<file path="src/rtl/plci_pkg.sv">
`timescale 1ns / 1ps
package plci_pkg;

    localparam int SIDE_W   = 7;
    localparam int IDX_W    = 20;
    localparam int OP_W     = 3;
    localparam int DIR_W    = 2;
    localparam int SQ_W     = 2 * SIDE_W;
    localparam int CUBE_W   = 3 * SIDE_W;
    localparam int NB_W     = CUBE_W + 1;
    localparam int LIM_W    = CUBE_W + 2;
    localparam int CNT_W    = 3;
    localparam int TDATA_W  = 24;
    localparam int MAX_SIDE_DEF = 64;

    // floor(n/3) = (n * RECIP) >> RECIP_SH, exact for n < 2^21
    localparam int RECIP_SH = 21;
    localparam int RECIP_W  = 21;
    localparam logic [RECIP_W-1:0] RECIP = RECIP_W'(((1 << RECIP_SH) + 2) / 3);
    localparam int PROD_W   = IDX_W + RECIP_W;

    localparam int QDEPTH   = 4;
    localparam int QPTR_W   = $clog2(QDEPTH);

    localparam int SIDE_RST = 4;
    localparam logic [SIDE_W-1:0] SIDE_RST_V = SIDE_W'(SIDE_RST);
    localparam logic [SQ_W-1:0]   SQ_RST_V   = SQ_W'(SIDE_RST * SIDE_RST);
    localparam logic [CUBE_W-1:0] CUBE_RST_V = CUBE_W'(SIDE_RST * SIDE_RST * SIDE_RST);
    localparam logic [CUBE_W-1:0] W1_RST_V   = CUBE_W'(SIDE_RST * SIDE_RST - SIDE_RST);
    localparam logic [CUBE_W-1:0] W2_RST_V   =
        CUBE_W'(SIDE_RST * SIDE_RST * SIDE_RST - SIDE_RST * SIDE_RST);

    // query kinds
    localparam logic [OP_W-1:0] OP_FACE_EDGES    = 3'd0;
    localparam logic [OP_W-1:0] OP_EDGE_FACES    = 3'd1;
    localparam logic [OP_W-1:0] OP_VERTEX_EDGES  = 3'd2;
    localparam logic [OP_W-1:0] OP_EDGE_VERTICES = 3'd3;
    localparam logic [OP_W-1:0] OP_CELL_FACES    = 3'd4;
    localparam logic [OP_W-1:0] OP_FACE_CELLS    = 3'd5;
    localparam logic [OP_W-1:0] OP_FACE_VERTICES = 3'd6;
    localparam logic [OP_W-1:0] OP_RESERVED      = 3'd7;

    // lattice geometry derived from the side register
    typedef struct packed {
        logic [SIDE_W-1:0] side;
        logic [SQ_W-1:0]   sq;
        logic [CUBE_W-1:0] cube;
        logic [CUBE_W-1:0] w1;   // L^2 - L
        logic [CUBE_W-1:0] w2;   // L^3 - L^2
    } t_geom;

    // classified query, handed from front to back
    typedef struct packed {
        logic              bad;
        logic [OP_W-1:0]   op;
        logic [DIR_W-1:0]  dir;
        logic [IDX_W-1:0]  v;
        logic [SIDE_W-1:0] x;
        logic [SIDE_W-1:0] y;
        logic [SIDE_W-1:0] z;
    } t_item;

    typedef struct packed {
        logic              bad;
        logic [OP_W-1:0]   op;
        logic [DIR_W-1:0]  dir;
        logic [IDX_W-1:0]  v;
    } t_pre;

    typedef struct packed {
        t_pre              pre;
        logic [SIDE_W-1:0] x;
    } t_pre_x;

endpackage

</file>
<file path="src/rtl/plci_div.sv">
`timescale 1ns / 1ps
module plci_div #(
    parameter int NW = 20,
    parameter int DW = 7,
    parameter int PW = 8
) (
    input  logic          i_clk,
    input  logic          i_rst_n,
    input  logic          i_en,
    input  logic          i_vld,
    input  logic [NW-1:0] i_num,
    input  logic [DW-1:0] i_den,
    input  logic [PW-1:0] i_pay,
    output logic          o_vld,
    output logic [NW-1:0] o_quo,
    output logic [DW-1:0] o_rem,
    output logic [PW-1:0] o_pay
);
    // restoring divider, one quotient bit per stage
    logic          r_vld [NW];
    logic [DW-1:0] r_rem [NW];
    logic [NW-1:0] r_num [NW];
    logic [PW-1:0] r_pay [NW];

    logic          w_vld_in [NW];
    logic [DW-1:0] w_rem_in [NW];
    logic [NW-1:0] w_num_in [NW];
    logic [PW-1:0] w_pay_in [NW];
    logic [DW:0]   w_t      [NW];
    logic          w_ge     [NW];

    always_comb begin
        w_vld_in[0] = i_vld;
        w_rem_in[0] = '0;
        w_num_in[0] = i_num;
        w_pay_in[0] = i_pay;
        for (int k = 1; k < NW; k++) begin
            w_vld_in[k] = r_vld[k-1];
            w_rem_in[k] = r_rem[k-1];
            w_num_in[k] = r_num[k-1];
            w_pay_in[k] = r_pay[k-1];
        end
        for (int k = 0; k < NW; k++) begin
            w_t[k]  = {w_rem_in[k], w_num_in[k][NW-1]};
            w_ge[k] = (w_t[k] >= {1'b0, i_den});
        end
    end

    always_ff @(posedge i_clk) begin
        if (!i_rst_n) begin
            for (int k = 0; k < NW; k++) r_vld[k] <= 1'b0;
        end else if (i_en) begin
            for (int k = 0; k < NW; k++) r_vld[k] <= w_vld_in[k];
        end
    end

    always_ff @(posedge i_clk) begin
        if (i_en) begin
            for (int k = 0; k < NW; k++) begin
                r_rem[k] <= w_ge[k] ? DW'(w_t[k] - {1'b0, i_den}) : w_t[k][DW-1:0];
                r_num[k] <= {w_num_in[k][NW-2:0], w_ge[k]};
                r_pay[k] <= w_pay_in[k];
            end
        end
    end

    assign o_vld = r_vld[NW-1];
    assign o_quo = r_num[NW-1];
    assign o_rem = r_rem[NW-1];
    assign o_pay = r_pay[NW-1];

endmodule

</file>
<file path="src/rtl/plci_front.sv">
`timescale 1ns / 1ps
module plci_front #(
    parameter int MAX_SIDE = plci_pkg::MAX_SIDE_DEF
) (
    input  logic                       i_clk,
    input  logic                       i_rst_n,
    input  plci_pkg::t_geom            i_geom,
    input  logic                       i_vld,
    output logic                       o_rdy,
    input  logic [plci_pkg::OP_W-1:0]  i_op,
    input  logic [plci_pkg::IDX_W-1:0] i_idx,
    input  logic                       i_q_full,
    output logic                       o_push,
    output plci_pkg::t_item            o_item
);
    import plci_pkg::*;

    localparam int Q1_W = SQ_W;

    logic w_en;

    // stage A: range check and reciprocal product
    logic              r_a_vld;
    logic              r_a_bad;
    logic [OP_W-1:0]   r_a_op;
    logic [IDX_W-1:0]  r_a_idx;
    logic [PROD_W-1:0] r_a_prod;

    logic             w_vert_op;
    logic [LIM_W-1:0] w_lim;
    logic             w_side_bad;
    logic             w_bad;

    assign w_vert_op  = (i_op == OP_VERTEX_EDGES) || (i_op == OP_CELL_FACES);
    assign w_lim      = w_vert_op ? LIM_W'(i_geom.cube)
                                  : LIM_W'(i_geom.cube) + LIM_W'({i_geom.cube, 1'b0});
    assign w_side_bad = (i_geom.side == '0) ||
                        ({2'b00, i_geom.side} > (SIDE_W + 2)'(MAX_SIDE));
    assign w_bad      = w_side_bad || (i_op == OP_RESERVED) || (LIM_W'(i_idx) >= w_lim);

    always_ff @(posedge i_clk) begin
        if (!i_rst_n) r_a_vld <= 1'b0;
        else if (w_en) r_a_vld <= i_vld;
    end

    always_ff @(posedge i_clk) begin
        if (w_en) begin
            r_a_bad  <= w_bad;
            r_a_op   <= i_op;
            r_a_idx  <= i_idx;
            r_a_prod <= PROD_W'(i_idx) * PROD_W'(RECIP);
        end
    end

    // stage B: split edge/face index into vertex and direction
    logic              r_b_vld;
    t_pre              r_b_pre;
    logic [IDX_W-1:0]  w_q3;
    logic [IDX_W-1:0]  w_r3;
    logic              w_a_vert;

    assign w_q3     = r_a_prod[RECIP_SH +: IDX_W];
    assign w_r3     = r_a_idx - w_q3 - {w_q3[IDX_W-2:0], 1'b0};
    assign w_a_vert = (r_a_op == OP_VERTEX_EDGES) || (r_a_op == OP_CELL_FACES);

    always_ff @(posedge i_clk) begin
        if (!i_rst_n) r_b_vld <= 1'b0;
        else if (w_en) r_b_vld <= r_a_vld;
    end

    always_ff @(posedge i_clk) begin
        if (w_en) begin
            r_b_pre.bad <= r_a_bad;
            r_b_pre.op  <= r_a_op;
            r_b_pre.v   <= w_a_vert ? r_a_idx : w_q3;
            r_b_pre.dir <= w_a_vert ? '0 : w_r3[DIR_W-1:0];
        end
    end

    // v / L -> x, then (v / L) / L -> y, z
    logic             w_d1_vld;
    logic [IDX_W-1:0] w_d1_quo;
    logic [SIDE_W-1:0] w_d1_rem;
    t_pre             w_d1_pay;

    plci_div #(.NW(IDX_W), .DW(SIDE_W), .PW($bits(t_pre))) u_div_x (
        .i_clk  (i_clk),
        .i_rst_n(i_rst_n),
        .i_en   (w_en),
        .i_vld  (r_b_vld),
        .i_num  (r_b_pre.v),
        .i_den  (i_geom.side),
        .i_pay  (r_b_pre),
        .o_vld  (w_d1_vld),
        .o_quo  (w_d1_quo),
        .o_rem  (w_d1_rem),
        .o_pay  (w_d1_pay)
    );

    t_pre_x            w_d2_in;
    logic              w_d2_vld;
    logic [Q1_W-1:0]   w_d2_quo;
    logic [SIDE_W-1:0] w_d2_rem;
    t_pre_x            w_d2_pay;

    assign w_d2_in.pre = w_d1_pay;
    assign w_d2_in.x   = w_d1_rem;

    plci_div #(.NW(Q1_W), .DW(SIDE_W), .PW($bits(t_pre_x))) u_div_yz (
        .i_clk  (i_clk),
        .i_rst_n(i_rst_n),
        .i_en   (w_en),
        .i_vld  (w_d1_vld),
        .i_num  (w_d1_quo[Q1_W-1:0]),
        .i_den  (i_geom.side),
        .i_pay  (w_d2_in),
        .o_vld  (w_d2_vld),
        .o_quo  (w_d2_quo),
        .o_rem  (w_d2_rem),
        .o_pay  (w_d2_pay)
    );

    // whole pipeline holds while its tail cannot enter the queue
    assign w_en  = !i_q_full || !w_d2_vld;
    assign o_rdy = w_en;
    assign o_push = w_d2_vld && !i_q_full;

    assign o_item.bad = w_d2_pay.pre.bad;
    assign o_item.op  = w_d2_pay.pre.op;
    assign o_item.dir = w_d2_pay.pre.dir;
    assign o_item.v   = w_d2_pay.pre.v;
    assign o_item.x   = w_d2_pay.x;
    assign o_item.y   = w_d2_rem;
    assign o_item.z   = w_d2_quo[SIDE_W-1:0];

endmodule

</file>
<file path="src/rtl/plci_queue.sv">
`timescale 1ns / 1ps
module plci_queue (
    input  logic            i_clk,
    input  logic            i_rst_n,
    input  logic            i_push,
    input  plci_pkg::t_item i_item,
    input  logic            i_pop,
    output logic            o_vld,
    output logic            o_full,
    output plci_pkg::t_item o_item
);
    import plci_pkg::*;

    t_item             r_mem [QDEPTH];
    logic [QPTR_W-1:0] r_wr;
    logic [QPTR_W-1:0] r_rd;
    logic [QPTR_W:0]   r_cnt;

    always_ff @(posedge i_clk) begin
        if (!i_rst_n) begin
            r_wr  <= '0;
            r_rd  <= '0;
            r_cnt <= '0;
        end else begin
            if (i_push) r_wr <= r_wr + 1'b1;
            if (i_pop)  r_rd <= r_rd + 1'b1;
            if (i_push && !i_pop)      r_cnt <= r_cnt + 1'b1;
            else if (i_pop && !i_push) r_cnt <= r_cnt - 1'b1;
        end
    end

    always_ff @(posedge i_clk) begin
        if (i_push) r_mem[r_wr] <= i_item;
    end

    assign o_vld  = (r_cnt != '0);
    assign o_full = (r_cnt == (QPTR_W + 1)'(QDEPTH));
    assign o_item = r_mem[r_rd];

endmodule

</file>
<file path="src/rtl/plci_back.sv">
`timescale 1ns / 1ps
module plci_back (
    input  logic                       i_clk,
    input  logic                       i_rst_n,
    input  plci_pkg::t_geom            i_geom,
    input  logic                       i_q_vld,
    input  plci_pkg::t_item            i_item,
    output logic                       o_pop,
    output logic                       o_vld,
    input  logic                       i_rdy,
    output logic [plci_pkg::IDX_W-1:0] o_idx,
    output logic                       o_last,
    output logic                       o_err
);
    import plci_pkg::*;

    // result sources
    localparam logic [3:0] SRC_V    = 4'd0;
    localparam logic [3:0] SRC_NP   = 4'd1;   // +axis 0..2
    localparam logic [3:0] SRC_NM   = 4'd4;   // minus neighbour, axis 0..2
    localparam logic [3:0] SRC_DIAG = 4'd7;
    localparam logic [3:0] SRC_LO   = 4'd8;
    localparam logic [3:0] SRC_HI   = 4'd9;

    typedef struct packed {
        logic [3:0] src;
        logic       mul3;
        logic [1:0] add;
    } t_sel;

    function automatic t_sel mk(input logic [3:0] s, input logic m, input logic [1:0] a);
        t_sel r;
        r.src  = s;
        r.mul3 = m;
        r.add  = a;
        return r;
    endfunction

    function automatic logic [CNT_W-1:0] res_cnt(input logic [OP_W-1:0] op);
        logic [CNT_W-1:0] n;
        unique case (op)
            OP_VERTEX_EDGES, OP_CELL_FACES:    n = 3'd6;
            OP_EDGE_VERTICES, OP_FACE_CELLS:   n = 3'd2;
            OP_RESERVED:                       n = 3'd1;
            default:                           n = 3'd4;
        endcase
        return n;
    endfunction

    function automatic t_sel sel(input logic [OP_W-1:0] op, input logic [DIR_W-1:0] d,
                                 input logic [CNT_W-1:0] k);
        logic [1:0] a;
        logic [1:0] b;
        t_sel       r;
        a = (d == 2'd2) ? 2'd1 : 2'd0;
        b = (d == 2'd0) ? 2'd1 : 2'd2;
        r = mk(SRC_V, 1'b0, 2'd0);
        unique case (op)
            OP_FACE_EDGES: begin
                unique case (k)
                    3'd0:    r = mk(SRC_V, 1'b1, a);
                    3'd1:    r = mk(SRC_V, 1'b1, b);
                    3'd2:    r = mk(SRC_NP + 4'(a), 1'b1, b);
                    default: r = mk(SRC_NP + 4'(b), 1'b1, a);
                endcase
            end
            OP_EDGE_FACES: begin
                unique case (d)
                    2'd0: begin
                        unique case (k)
                            3'd0:    r = mk(SRC_V, 1'b1, 2'd0);
                            3'd1:    r = mk(SRC_V, 1'b1, 2'd1);
                            3'd2:    r = mk(SRC_NM + 4'd1, 1'b1, 2'd0);
                            default: r = mk(SRC_NM + 4'd2, 1'b1, 2'd1);
                        endcase
                    end
                    2'd1: begin
                        unique case (k)
                            3'd0:    r = mk(SRC_V, 1'b1, 2'd0);
                            3'd1:    r = mk(SRC_V, 1'b1, 2'd2);
                            3'd2:    r = mk(SRC_NM + 4'd0, 1'b1, 2'd0);
                            default: r = mk(SRC_NM + 4'd2, 1'b1, 2'd2);
                        endcase
                    end
                    default: begin
                        unique case (k)
                            3'd0:    r = mk(SRC_V, 1'b1, 2'd2);
                            3'd1:    r = mk(SRC_V, 1'b1, 2'd1);
                            3'd2:    r = mk(SRC_NM + 4'd1, 1'b1, 2'd2);
                            default: r = mk(SRC_NM + 4'd0, 1'b1, 2'd1);
                        endcase
                    end
                endcase
            end
            OP_VERTEX_EDGES: begin
                unique case (k)
                    3'd0:    r = mk(SRC_V, 1'b1, 2'd0);
                    3'd1:    r = mk(SRC_V, 1'b1, 2'd1);
                    3'd2:    r = mk(SRC_V, 1'b1, 2'd2);
                    3'd3:    r = mk(SRC_NM + 4'd0, 1'b1, 2'd0);
                    3'd4:    r = mk(SRC_NM + 4'd1, 1'b1, 2'd1);
                    default: r = mk(SRC_NM + 4'd2, 1'b1, 2'd2);
                endcase
            end
            OP_EDGE_VERTICES: begin
                r = (k == 3'd0) ? mk(SRC_V, 1'b0, 2'd0) : mk(SRC_NP + 4'(d), 1'b0, 2'd0);
            end
            OP_CELL_FACES: begin
                unique case (k)
                    3'd0:    r = mk(SRC_V, 1'b1, 2'd0);
                    3'd1:    r = mk(SRC_V, 1'b1, 2'd1);
                    3'd2:    r = mk(SRC_V, 1'b1, 2'd2);
                    3'd3:    r = mk(SRC_NP + 4'd2, 1'b1, 2'd0);
                    3'd4:    r = mk(SRC_NP + 4'd1, 1'b1, 2'd1);
                    default: r = mk(SRC_NP + 4'd0, 1'b1, 2'd2);
                endcase
            end
            OP_FACE_CELLS: begin
                r = (k == 3'd0) ? mk(SRC_LO, 1'b0, 2'd0) : mk(SRC_HI, 1'b0, 2'd0);
            end
            OP_FACE_VERTICES: begin
                unique case (k)
                    3'd0:    r = mk(SRC_V, 1'b0, 2'd0);
                    3'd1:    r = mk(SRC_NP + 4'(a), 1'b0, 2'd0);
                    3'd2:    r = mk(SRC_NP + 4'(b), 1'b0, 2'd0);
                    default: r = mk(SRC_DIAG, 1'b0, 2'd0);
                endcase
            end
            default: r = mk(SRC_V, 1'b0, 2'd0);
        endcase
        return r;
    endfunction

    // neighbor precompute on the queue head
    logic [SIDE_W-1:0] w_c      [3];
    logic [NB_W-1:0]   w_stride [3];
    logic [NB_W-1:0]   w_wrap   [3];
    logic [NB_W-1:0]   w_dup    [3];
    logic [NB_W-1:0]   w_np     [3];
    logic [NB_W-1:0]   w_nm     [3];
    logic [NB_W-1:0]   w_v;
    logic [NB_W-1:0]   w_diag;
    logic [NB_W-1:0]   w_t;
    logic [1:0]        w_a;
    logic [1:0]        w_b;
    logic [SIDE_W-1:0] w_lm1;

    assign w_c[0]      = i_item.x;
    assign w_c[1]      = i_item.y;
    assign w_c[2]      = i_item.z;
    assign w_lm1       = i_geom.side - 1'b1;
    assign w_stride[0] = NB_W'(1);
    assign w_stride[1] = NB_W'(i_geom.side);
    assign w_stride[2] = NB_W'(i_geom.sq);
    assign w_wrap[0]   = NB_W'(w_lm1);
    assign w_wrap[1]   = NB_W'(i_geom.w1);
    assign w_wrap[2]   = NB_W'(i_geom.w2);
    assign w_v         = NB_W'(i_item.v);
    assign w_a         = (i_item.dir == 2'd2) ? 2'd1 : 2'd0;
    assign w_b         = (i_item.dir == 2'd0) ? 2'd1 : 2'd2;

    always_comb begin
        for (int i = 0; i < 3; i++) begin
            w_dup[i] = (w_c[i] == w_lm1) ? NB_W'(0) - w_wrap[i] : w_stride[i];
            w_np[i]  = w_v + w_dup[i];
            w_nm[i]  = (w_c[i] == '0) ? w_v + w_wrap[i] : w_v - w_stride[i];
        end
        w_diag = w_v + w_dup[w_a] + w_dup[w_b];
        unique case (i_item.dir)
            2'd0:    w_t = w_nm[2];
            2'd1:    w_t = w_nm[1];
            default: w_t = w_nm[0];
        endcase
    end

    // work register
    logic              r_w_vld;
    logic              r_w_bad;
    logic [OP_W-1:0]   r_w_op;
    logic [DIR_W-1:0]  r_w_dir;
    logic [CNT_W-1:0]  r_w_cnt;
    logic [CNT_W-1:0]  r_k;
    logic [NB_W-1:0]   r_w_v;
    logic [NB_W-1:0]   r_w_np [3];
    logic [NB_W-1:0]   r_w_nm [3];
    logic [NB_W-1:0]   r_w_diag;
    logic [NB_W-1:0]   r_w_lo;
    logic [NB_W-1:0]   r_w_hi;

    logic w_out_free;
    logic w_fire;
    logic w_last;
    logic w_pop;

    assign w_out_free = !o_vld || i_rdy;
    assign w_fire     = r_w_vld && w_out_free;
    assign w_last     = r_w_bad || (r_k == r_w_cnt - 1'b1);
    assign w_pop      = i_q_vld && (!r_w_vld || (w_fire && w_last));
    assign o_pop      = w_pop;

    always_ff @(posedge i_clk) begin
        if (!i_rst_n) begin
            r_w_vld <= 1'b0;
            r_k     <= '0;
        end else if (w_pop) begin
            r_w_vld <= 1'b1;
            r_k     <= '0;
        end else if (w_fire) begin
            if (w_last) r_w_vld <= 1'b0;
            r_k <= r_k + 1'b1;
        end
    end

    always_ff @(posedge i_clk) begin
        if (w_pop) begin
            r_w_bad  <= i_item.bad;
            r_w_op   <= i_item.op;
            r_w_dir  <= i_item.dir;
            r_w_cnt  <= res_cnt(i_item.op);
            r_w_v    <= w_v;
            r_w_diag <= w_diag;
            r_w_lo   <= (w_v < w_t) ? w_v : w_t;
            r_w_hi   <= (w_v < w_t) ? w_t : w_v;
            for (int i = 0; i < 3; i++) begin
                r_w_np[i] <= w_np[i];
                r_w_nm[i] <= w_nm[i];
            end
        end
    end

    // per-result selection
    t_sel             w_sel;
    logic [NB_W-1:0]  w_base;
    logic [IDX_W-1:0] w_res;

    always_comb begin
        w_sel = sel(r_w_op, r_w_dir, r_k);
        unique case (w_sel.src)
            SRC_V:         w_base = r_w_v;
            SRC_NP:        w_base = r_w_np[0];
            SRC_NP + 4'd1: w_base = r_w_np[1];
            SRC_NP + 4'd2: w_base = r_w_np[2];
            SRC_NM:        w_base = r_w_nm[0];
            SRC_NM + 4'd1: w_base = r_w_nm[1];
            SRC_NM + 4'd2: w_base = r_w_nm[2];
            SRC_DIAG:      w_base = r_w_diag;
            SRC_LO:        w_base = r_w_lo;
            SRC_HI:        w_base = r_w_hi;
            default:       w_base = r_w_v;
        endcase
        if (r_w_bad)       w_res = '0;
        else if (w_sel.mul3)
            w_res = IDX_W'(w_base + {w_base[NB_W-2:0], 1'b0} + NB_W'(w_sel.add));
        else
            w_res = IDX_W'(w_base);
    end

    // output register
    always_ff @(posedge i_clk) begin
        if (!i_rst_n) o_vld <= 1'b0;
        else if (w_fire) o_vld <= 1'b1;
        else if (i_rdy) o_vld <= 1'b0;
    end

    always_ff @(posedge i_clk) begin
        if (w_fire) begin
            o_idx  <= w_res;
            o_last <= w_last;
            o_err  <= r_w_bad;
        end
    end

endmodule

</file>
<file path="src/rtl/periodic_cubic_lattice_incidence_core.sv">
`timescale 1ns / 1ps
// Incidence queries on a periodic L x L x L cubic lattice.
// Input stream (s_*): tuser = query kind, tdata = element index; one
// transfer per query. Output stream (m_*): one transfer per incident element,
// tlast on the final one, tuser = range error (a single zero result flagged).
// APB port: register 0 at byte address 0 holds the side length L (reset 4).
// Write it only while the block is drained; derived L^2, L^3 are loaded
// together with L, so a query may follow right after the write.
// Path: the front end is a pipeline (reciprocal divide by 3, then two restoring
// dividers, one quotient bit per stage, splitting the vertex into x, y, z),
// followed by the queue, the back end work register and the output register.
// Throughput: the back end emits one result per cycle while the receiver is
// ready; a query yields 2, 4 or 6 results by kind (1 for a rejected query),
// and queries follow each other with no gap.
// A 4-entry queue sits between front and back. When the receiver stalls the
// output register holds; the back end stops, the queue fills and then the
// front pipeline freezes and s_tready drops. Reset empties all stages.
module periodic_cubic_lattice_incidence_core #(
    parameter int MAX_SIDE = plci_pkg::MAX_SIDE_DEF
) (
    input  logic                          i_clk,
    input  logic                          i_rst_n,
    // APB configuration
    input  logic                          psel,
    input  logic                          penable,
    input  logic                          pwrite,
    input  logic [2:0]                    paddr,
    input  logic [31:0]                   pwdata,
    output logic [31:0]                   prdata,
    output logic                          pready,
    // query stream
    input  logic                          i_s_tvalid,
    output logic                          o_s_tready,
    input  logic [plci_pkg::TDATA_W-1:0]  i_s_tdata,  // [19:0] element_index
    input  logic [plci_pkg::OP_W-1:0]     i_s_tuser,  // [2:0] opcode
    // result stream
    output logic                          o_m_tvalid,
    input  logic                          i_m_tready,
    output logic [plci_pkg::TDATA_W-1:0]  o_m_tdata,  // [19:0] neighbour_index
    output logic                          o_m_tlast,
    output logic                          o_m_tuser   // [0] range_error
);
    import plci_pkg::*;

    // configuration and derived geometry
    logic [SIDE_W-1:0] r_side;
    logic [SQ_W-1:0]   r_sq;
    logic [CUBE_W-1:0] r_cube;
    logic [CUBE_W-1:0] r_w1;
    logic [CUBE_W-1:0] r_w2;
    logic [SIDE_W-1:0] n_side;
    logic [SQ_W-1:0]   n_sq;
    logic [CUBE_W-1:0] n_cube;
    logic [CUBE_W-1:0] n_w1;
    logic [CUBE_W-1:0] n_w2;
    logic              w_wr;
    t_geom             w_geom;

    assign w_wr   = psel && penable && pwrite && pready && (paddr[2] == 1'b0);
    assign pready = 1'b1;
    assign prdata = (paddr[2] == 1'b0) ? 32'(r_side) : 32'd0;

    // whole geometry computed from the written value
    assign n_side = pwdata[SIDE_W-1:0];
    assign n_sq   = SQ_W'(n_side) * SQ_W'(n_side);
    assign n_cube = CUBE_W'(n_sq) * CUBE_W'(n_side);
    assign n_w1   = CUBE_W'(n_sq) - CUBE_W'(n_side);
    assign n_w2   = n_cube - CUBE_W'(n_sq);

    always_ff @(posedge i_clk) begin
        if (!i_rst_n) begin
            r_side <= SIDE_RST_V;
            r_sq   <= SQ_RST_V;
            r_cube <= CUBE_RST_V;
            r_w1   <= W1_RST_V;
            r_w2   <= W2_RST_V;
        end else if (w_wr) begin
            r_side <= n_side;
            r_sq   <= n_sq;
            r_cube <= n_cube;
            r_w1   <= n_w1;
            r_w2   <= n_w2;
        end
    end

    assign w_geom.side = r_side;
    assign w_geom.sq   = r_sq;
    assign w_geom.cube = r_cube;
    assign w_geom.w1   = r_w1;
    assign w_geom.w2   = r_w2;

    // front: classify and split index
    logic  w_push;
    logic  w_q_full;
    logic  w_q_vld;
    logic  w_pop;
    t_item w_f_item;
    t_item w_q_item;
    logic [IDX_W-1:0] w_res_idx;

    plci_front #(.MAX_SIDE(MAX_SIDE)) u_front (
        .i_clk   (i_clk),
        .i_rst_n (i_rst_n),
        .i_geom  (w_geom),
        .i_vld   (i_s_tvalid),
        .o_rdy   (o_s_tready),
        .i_op    (i_s_tuser),
        .i_idx   (i_s_tdata[IDX_W-1:0]),
        .i_q_full(w_q_full),
        .o_push  (w_push),
        .o_item  (w_f_item)
    );

    plci_queue u_queue (
        .i_clk  (i_clk),
        .i_rst_n(i_rst_n),
        .i_push (w_push),
        .i_item (w_f_item),
        .i_pop  (w_pop),
        .o_vld  (w_q_vld),
        .o_full (w_q_full),
        .o_item (w_q_item)
    );

    // back: one result transfer per cycle while the receiver is ready
    plci_back u_back (
        .i_clk  (i_clk),
        .i_rst_n(i_rst_n),
        .i_geom (w_geom),
        .i_q_vld(w_q_vld),
        .i_item (w_q_item),
        .o_pop  (w_pop),
        .o_vld  (o_m_tvalid),
        .i_rdy  (i_m_tready),
        .o_idx  (w_res_idx),
        .o_last (o_m_tlast),
        .o_err  (o_m_tuser)
    );

    assign o_m_tdata = TDATA_W'(w_res_idx);

endmodule

</file>
<file path="config.mk">
export PLATFORM = sky130hd
export DESIGN_NAME = periodic_cubic_lattice_incidence_core
export DESIGN_NICKNAME = d
export VERILOG_FILES = /design/src/rtl/plci_pkg.sv /design/src/rtl/plci_div.sv /design/src/rtl/plci_front.sv /design/src/rtl/plci_queue.sv /design/src/rtl/plci_back.sv /design/src/rtl/periodic_cubic_lattice_incidence_core.sv
export SDC_FILE = /design/constraint.sdc
export NUM_CORES = 2
export LEC_CHECK = 0
export ABC_AREA = 1
export BUFFER_PORTS_ARGS = -buffer_cell sky130_fd_sc_hd__buf_2
export CAP_MARGIN = 20
export CORE_MARGIN = 8
export CORE_UTILIZATION = 40
export CTS_CLUSTER_DIAMETER = 40
export DETAILED_ROUTE_END_ITERATION = 7
export SLEW_MARGIN = 20
export SYNTH_ARGS = -nofsm -noshare
export SYNTH_HDL_FRONTEND = slang
export SYNTH_HIERARCHICAL = 1
export SYNTH_SLANG_ARGS = --single-unit
</file>
<file path="constraint.sdc">
create_clock -name i_clk -period 92.2 [get_ports i_clk]
set_clock_uncertainty 0.1 [all_clocks]
set_input_delay 0 -clock i_clk [delete_from_list [all_inputs] [get_ports i_clk]]
set_output_delay 0 -clock i_clk [all_outputs]
set_load 0.05 [all_outputs]
</file>
# Word level (Yosys, flattened, before mapping)
# Memory sizes are Yosys's and may differ from the RTL's. A register that Yosys moved wholly into a read port is not among the register bits.
# Cells that the tools add are included.
[op_classes]
mul = 3
bitwise = 38
n_reduce_logical = 41
add_sub_neg = 65
muxes = 122
n_eq_ne = 38
order_cmp = 39
[ops]
columns = ["op", "n"]
rows = [
  ["8-bit by 7-bit greater-or-equal comparator with 1-bit output", 32],
  ["7-bit 2-to-1 mux", 36],
  ["7-bit subtractor", 32],
  ["20-bit one-hot mux with 9 select lines", 1],
  ["20-bit 2-to-1 mux", 7],
  ["22-bit 2-to-1 mux", 6],
  ["22-bit binary-select mux with 2-bit select", 2],
  ["20-bit by 22-bit adder with 22-bit output", 3],
  ["20-bit adder", 3],
  ["6-bit one-hot mux with 3 select lines", 3],
  ["1-bit 2-to-1 mux", 50],
  ["7-bit one-hot mux with 7 select lines", 1],
  ["20-bit by 21-bit adder with 22-bit output", 2],
  ["22-bit one-hot mux with 2 select lines", 1],
  ["1-bit by 21-bit subtractor with 22-bit output, first input constant", 2],
  ["7-bit one-hot mux with 3 select lines", 2],
  ["20-bit by 20-bit multiplier with 40-bit output, second input constant", 1],
  ["1-bit OR", 34],
  ["3-bit equality test, second input constant", 11],
  ["6-bit one-hot mux with 5 select lines", 1],
  ["7-bit zero test", 4],
  ["5-bit one-hot mux with 5 select lines", 1],
  ["3-bit by 2-bit equality test with 1-bit output, second input constant", 8],
  ["21-bit by 22-bit adder with 23-bit output", 1],
  ["49 further kinds", 102],
]
[totals]
mem_bits_rw = 2170
output_inout_bits = 61
input_bits = 69
reg_bits = 299
wordCells = 390
mem_count = 11
[memory_table]
columns = ["name", "words", "width", "read_ports", "rd_ports_with_merged_regs", "write_ports", "line", "text"]
rows = [
  ["u_front.u_div_x.r_pay", 20, 26, 20, 0, 20, "plci_div.sv:23", "logic [PW-1:0] r_pay [NW];"],
  ["u_front.u_div_yz.r_pay", 14, 33, 14, 0, 14, "plci_div.sv:23", ""],
  ["u_front.u_div_x.r_num", 20, 20, 20, 0, 20, "plci_div.sv:22", "logic [NW-1:0] r_num [NW];"],
  ["u_front.u_div_yz.r_num", 14, 14, 14, 0, 14, "plci_div.sv:22", ""],
  ["u_queue.r_mem", 4, 47, 1, 1, 1, "plci_queue.sv:14", "t_item r_mem [QDEPTH];"],
  ["u_front.u_div_x.r_rem", 20, 7, 20, 0, 20, "plci_div.sv:21", "logic [DW-1:0] r_rem [NW];"],
  ["+5 memories", "--", "--", "--", "--", "--", "--", ""],
]

# Logic depth before layout (Yosys ltp)
[depth]
depth_word = 10
mapped_depth = 45
mapped_depth_nobuf = 42

# By module
# Netlist, hierarchy kept.
[modules_own_cells]
columns = ["module", "cells_per_inst", "area_each_um2", "instances", "seq_area_each_um2"]
rows = [
  ["plci_div (u_front.u_div_x)", 2903, 42283.1, 1, 32421.1],
  ["plci_div (u_front.u_div_yz)", 2049, 30052.6, 1, 23112.2],
  ["plci_back", 3122, 23309.9, 1, 7036.7],
  ["plci_front", 1484, 12315.6, 1, 2112.0],
  ["periodic_cubic_lattice_incidence_core", 1221, 8354.3, 1, 1421.4],
  ["plci_queue", 514, 7823.8, 1, 5825.6],
]

# Worst setup path before layout
# OpenSTA, ideal clock, no wires.
[synth_path]
path_type = "register to register"
from = "register u_queue.r_cnt[1]"
to = "memory u_front.u_div_yz.r_vld[0][0] (data pin)"
setup_time_ns = 0.350
synth_period_minus_slack_ns = 50.432
n_path_buf = 0
stages_incl_launch_ff = 5
required_time_ns = 91.750
arrival_time_ns = 49.982
path_slack_ns = 41.768
cell_sequence = "dfxtp_1 -> nor3_1 -> nand2_1 -> nand2_1 -> nor2_1"
[synth_lines]
columns = ["element", "line", "text"]
rows = [
  ["start, declared", "plci_queue.sv:17", "logic [QPTR_W:0] r_cnt;"],
  ["start signal, assigned", "plci_queue.sv:27", "if (i_push && !i_pop) r_cnt <= r_cnt + 1'b1;"],
  ["start signal, assigned", "plci_queue.sv:28", "else if (i_pop && !i_push) r_cnt <= r_cnt - 1'b1;"],
  ["end, declared", "plci_div.sv:20", "logic r_vld [NW];"],
]

# Final worst setup path
[layout_path]
from = "input pwdata[0]"
to = "register r_w2[15]"
[layout_via]
elab_chain_cells = 3
[layout_lines]
columns = ["element", "line", "text"]
rows = [
  ["start, declared", "periodic_cubic_lattice_incidence_core.sv:28", "input logic [31:0] pwdata,"],
  ["7-bit by 7-bit multiplier with 14-bit output", "periodic_cubic_lattice_incidence_core.sv:65", "assign n_sq = SQ_W'(n_side) * SQ_W'(n_side);"],
  ["14-bit by 7-bit multiplier with 21-bit output *", "periodic_cubic_lattice_incidence_core.sv:66", "assign n_cube = CUBE_W'(n_sq) * CUBE_W'(n_side);"],
  ["named net n_cube[10]", "periodic_cubic_lattice_incidence_core.sv:53", "logic [CUBE_W-1:0] n_cube;"],
  ["21-bit by 14-bit subtractor with 21-bit output *", "periodic_cubic_lattice_incidence_core.sv:68", "assign n_w2 = n_cube - CUBE_W'(n_sq);"],
  ["end signal, assigned", "periodic_cubic_lattice_incidence_core.sv:82", "r_w2 <= n_w2;"],
  ["end, declared", "periodic_cubic_lattice_incidence_core.sv:50", "logic [CUBE_W-1:0] r_w2;"],
]
# The timed path passes the listed nets; every way through them passes the cells marked *.
# A chain may end at the register's enable or synchronous reset.

==> flow_summary.toml <==
[die]
die_area_mm2 = 0.314
die_y_um = 560
num_rows = 200
coreArea_mm2 = 0.296
start_util_pct = 40.1
die_w_um = 560
io_pins = 130

[grt]
antenna_found_initial = 8
grt_pass1_wl_mm = 430
gr-usage-all-layers_pct = 17.2
grt_pass1_vias = 77393
gr-total-overflow = 0
grt_max_degree = 197

[setup_path]
arrival_ns = 9.57
cpMostUsedCell = "fa_1"
cp-end-kind = "flip-flop"
critical_path_class = "input pin to flip-flop"
critical_path.max_fanout = 17
max_stage_delay_ns = 0.54
crit_required_ns = 92.77
crit_path_start_kind = "input pin"
slowest_stage = "fa_1"
reg2reg_slack_ns = 84.68

[drt]
drc = 2
vias_per_cell = 5.02
drt_iter0_markers = 6147
firstDrtPassIters = 8
via_count = 78073
ant_nets = 0
routed_wl_mm = 278
wl_per_cell_um = 17.9

[logic_synthesis]
syn_area_per_cell_um2 = 10.7
synthCells = 11098
ys_warn_count = 6
synth.cell_area_mm2 = 0.119

[worst_hold_path]
hold_path.class = "input pin to flip-flop"

[place]
port-buffer-count = 68
gp_congestion = 0.932
post-dp-hpwl_mm = 197

[timing]
finalCriticalPeriod_ns = 9.01
maxSlewViolCount = 0
worst_pin_slew_ns = 1.09
setup_tns_ns = 0
fin_crit_sh_pct = 9.77
setup_viol = 0
fmax_mhz = 111
timing.final.hold_violations = 0
rsz0062_at_grt = "no"
max-slew-margin-rel_pct = 27.3

[final_layout]
final_common_cell = "nand2_1"
fill_cells = 26955
seqCellArea_mm2 = 0.0665
multi_input_area_mm2 = 0.0447
area_growth_pct = 12.9
final_cell_mix = "2,477 x nand2_1, 2,154 x edfxtp_1, 1,523 x inv_1"
final_nets = 12456
drive_above_1_share_pct = 8.59

[clocking]
htree_num_levels = 5
clock_sinks = 2243
cts_buffer_depth = 4
postCtsSetupRepairBufs = 0
cts_resized = 0
cts_tree = "done"
insertion_delay_ns = 0.84
numCtsBuffers = 303
cts_root_buf = "clkbuf_16"
cts.reportedPaths.clkPinSlew_ns = 0.05

[run]
cap_violations = 0

[status]
violations = "design-rule violations"
status = "finished, violations left"
[final cells by class]
class	count	share of cell area (%)
inverters	1568	4.41
flip-flops and latches	2243	49.7
well taps	3939	3.68
repair buffers	208	1.19
clock inverters	193	1.74
multi-input cells	7039	33.4
diodes	4	0.00748
clock buffers	345	5.90
[critical path: cells and delay by family]
| kind | cells | cell delay [ns] |
|---|---|---|
| fa+ha+maj | 11 | 5.13 |
| buf+inv | 8 | 1.24 |
| simple gates | 9 | 1.64 |
| compound gates | 7 | 1.20 |
| xor+xnor | 1 | 0.32 |
[flip-flops by register name, indices dropped and copies added, names as in the netlist, 98 cells and up, named ones only]
| register | flops |
|---|---|
| u_front/u_div_x/r_num | 295 |
| u_front/u_div_x/r_pay | 520 |
| u_front/u_div_x/r_rem | 140 |
| u_front/u_div_yz/r_num | 119 |
| u_front/u_div_yz/r_pay | 462 |
| u_queue/r_mem | 188 |
| u_front/u_div_yz/r_rem | 98 |
[metrics by stage]
| step | utilization [%] | setup slack, ns | cells | instance area (µm²) | hold WS (ns) |
|---|---|---|---|---|---|
| 2_1_floorplan | - | 46.47 | 11135 | 119000 | -0.00113 |
| 3_3_place_gp | 41.5 | 83.00 | 14941 | 123000 | 0.114 |
| 3_5_place_dp | 41.5 | 83.01 | 14941 | 123000 | 0.117 |
| 4_1_cts | 45.2 | 83.29 | 15534 | 134000 | 0.00687 |
| 5_1_grt | 45.2 | 82.62 | 15537 | 134000 | 0.0515 |
| 6_report | 45.2 | 83.19 | 15539 | 134000 | 0.0927 |
[repair_timing]
item                                    4_1_cts  5_1_grt
endpoints found under the setup margin        0        0
hold buffers                                 55        0
endpoints found under the hold margin       130        0
[worst paths after layout]
path | start | endpoint | cells past startpoint
worst max-delay path | pwdata[0] | r_w2[15] | 36
worst min-delay path | i_s_tdata[18] | u_front/r_a_idx[18] | 2
worst max register to register | flip-flop | u_back/r_w_lo[3] | 26
worst min register to register | u_front/u_div_x/r_num[4][3] | u_front/u_div_x/r_num[4][24] | 0
[routing by layer]
metal	vias to the layer above	global-route usage [%]	wire, µm
li1	38115	-	-
met1	37154	21.5	117000
met2	2151	29.3	132000
met3	651	2.39	14200
met4	2	8.16	14400
met5	-	0	13
Power is left out: the tool's default activity adds up to more than one toggle a clock period on the data nets, which glitch-free logic cannot reach.
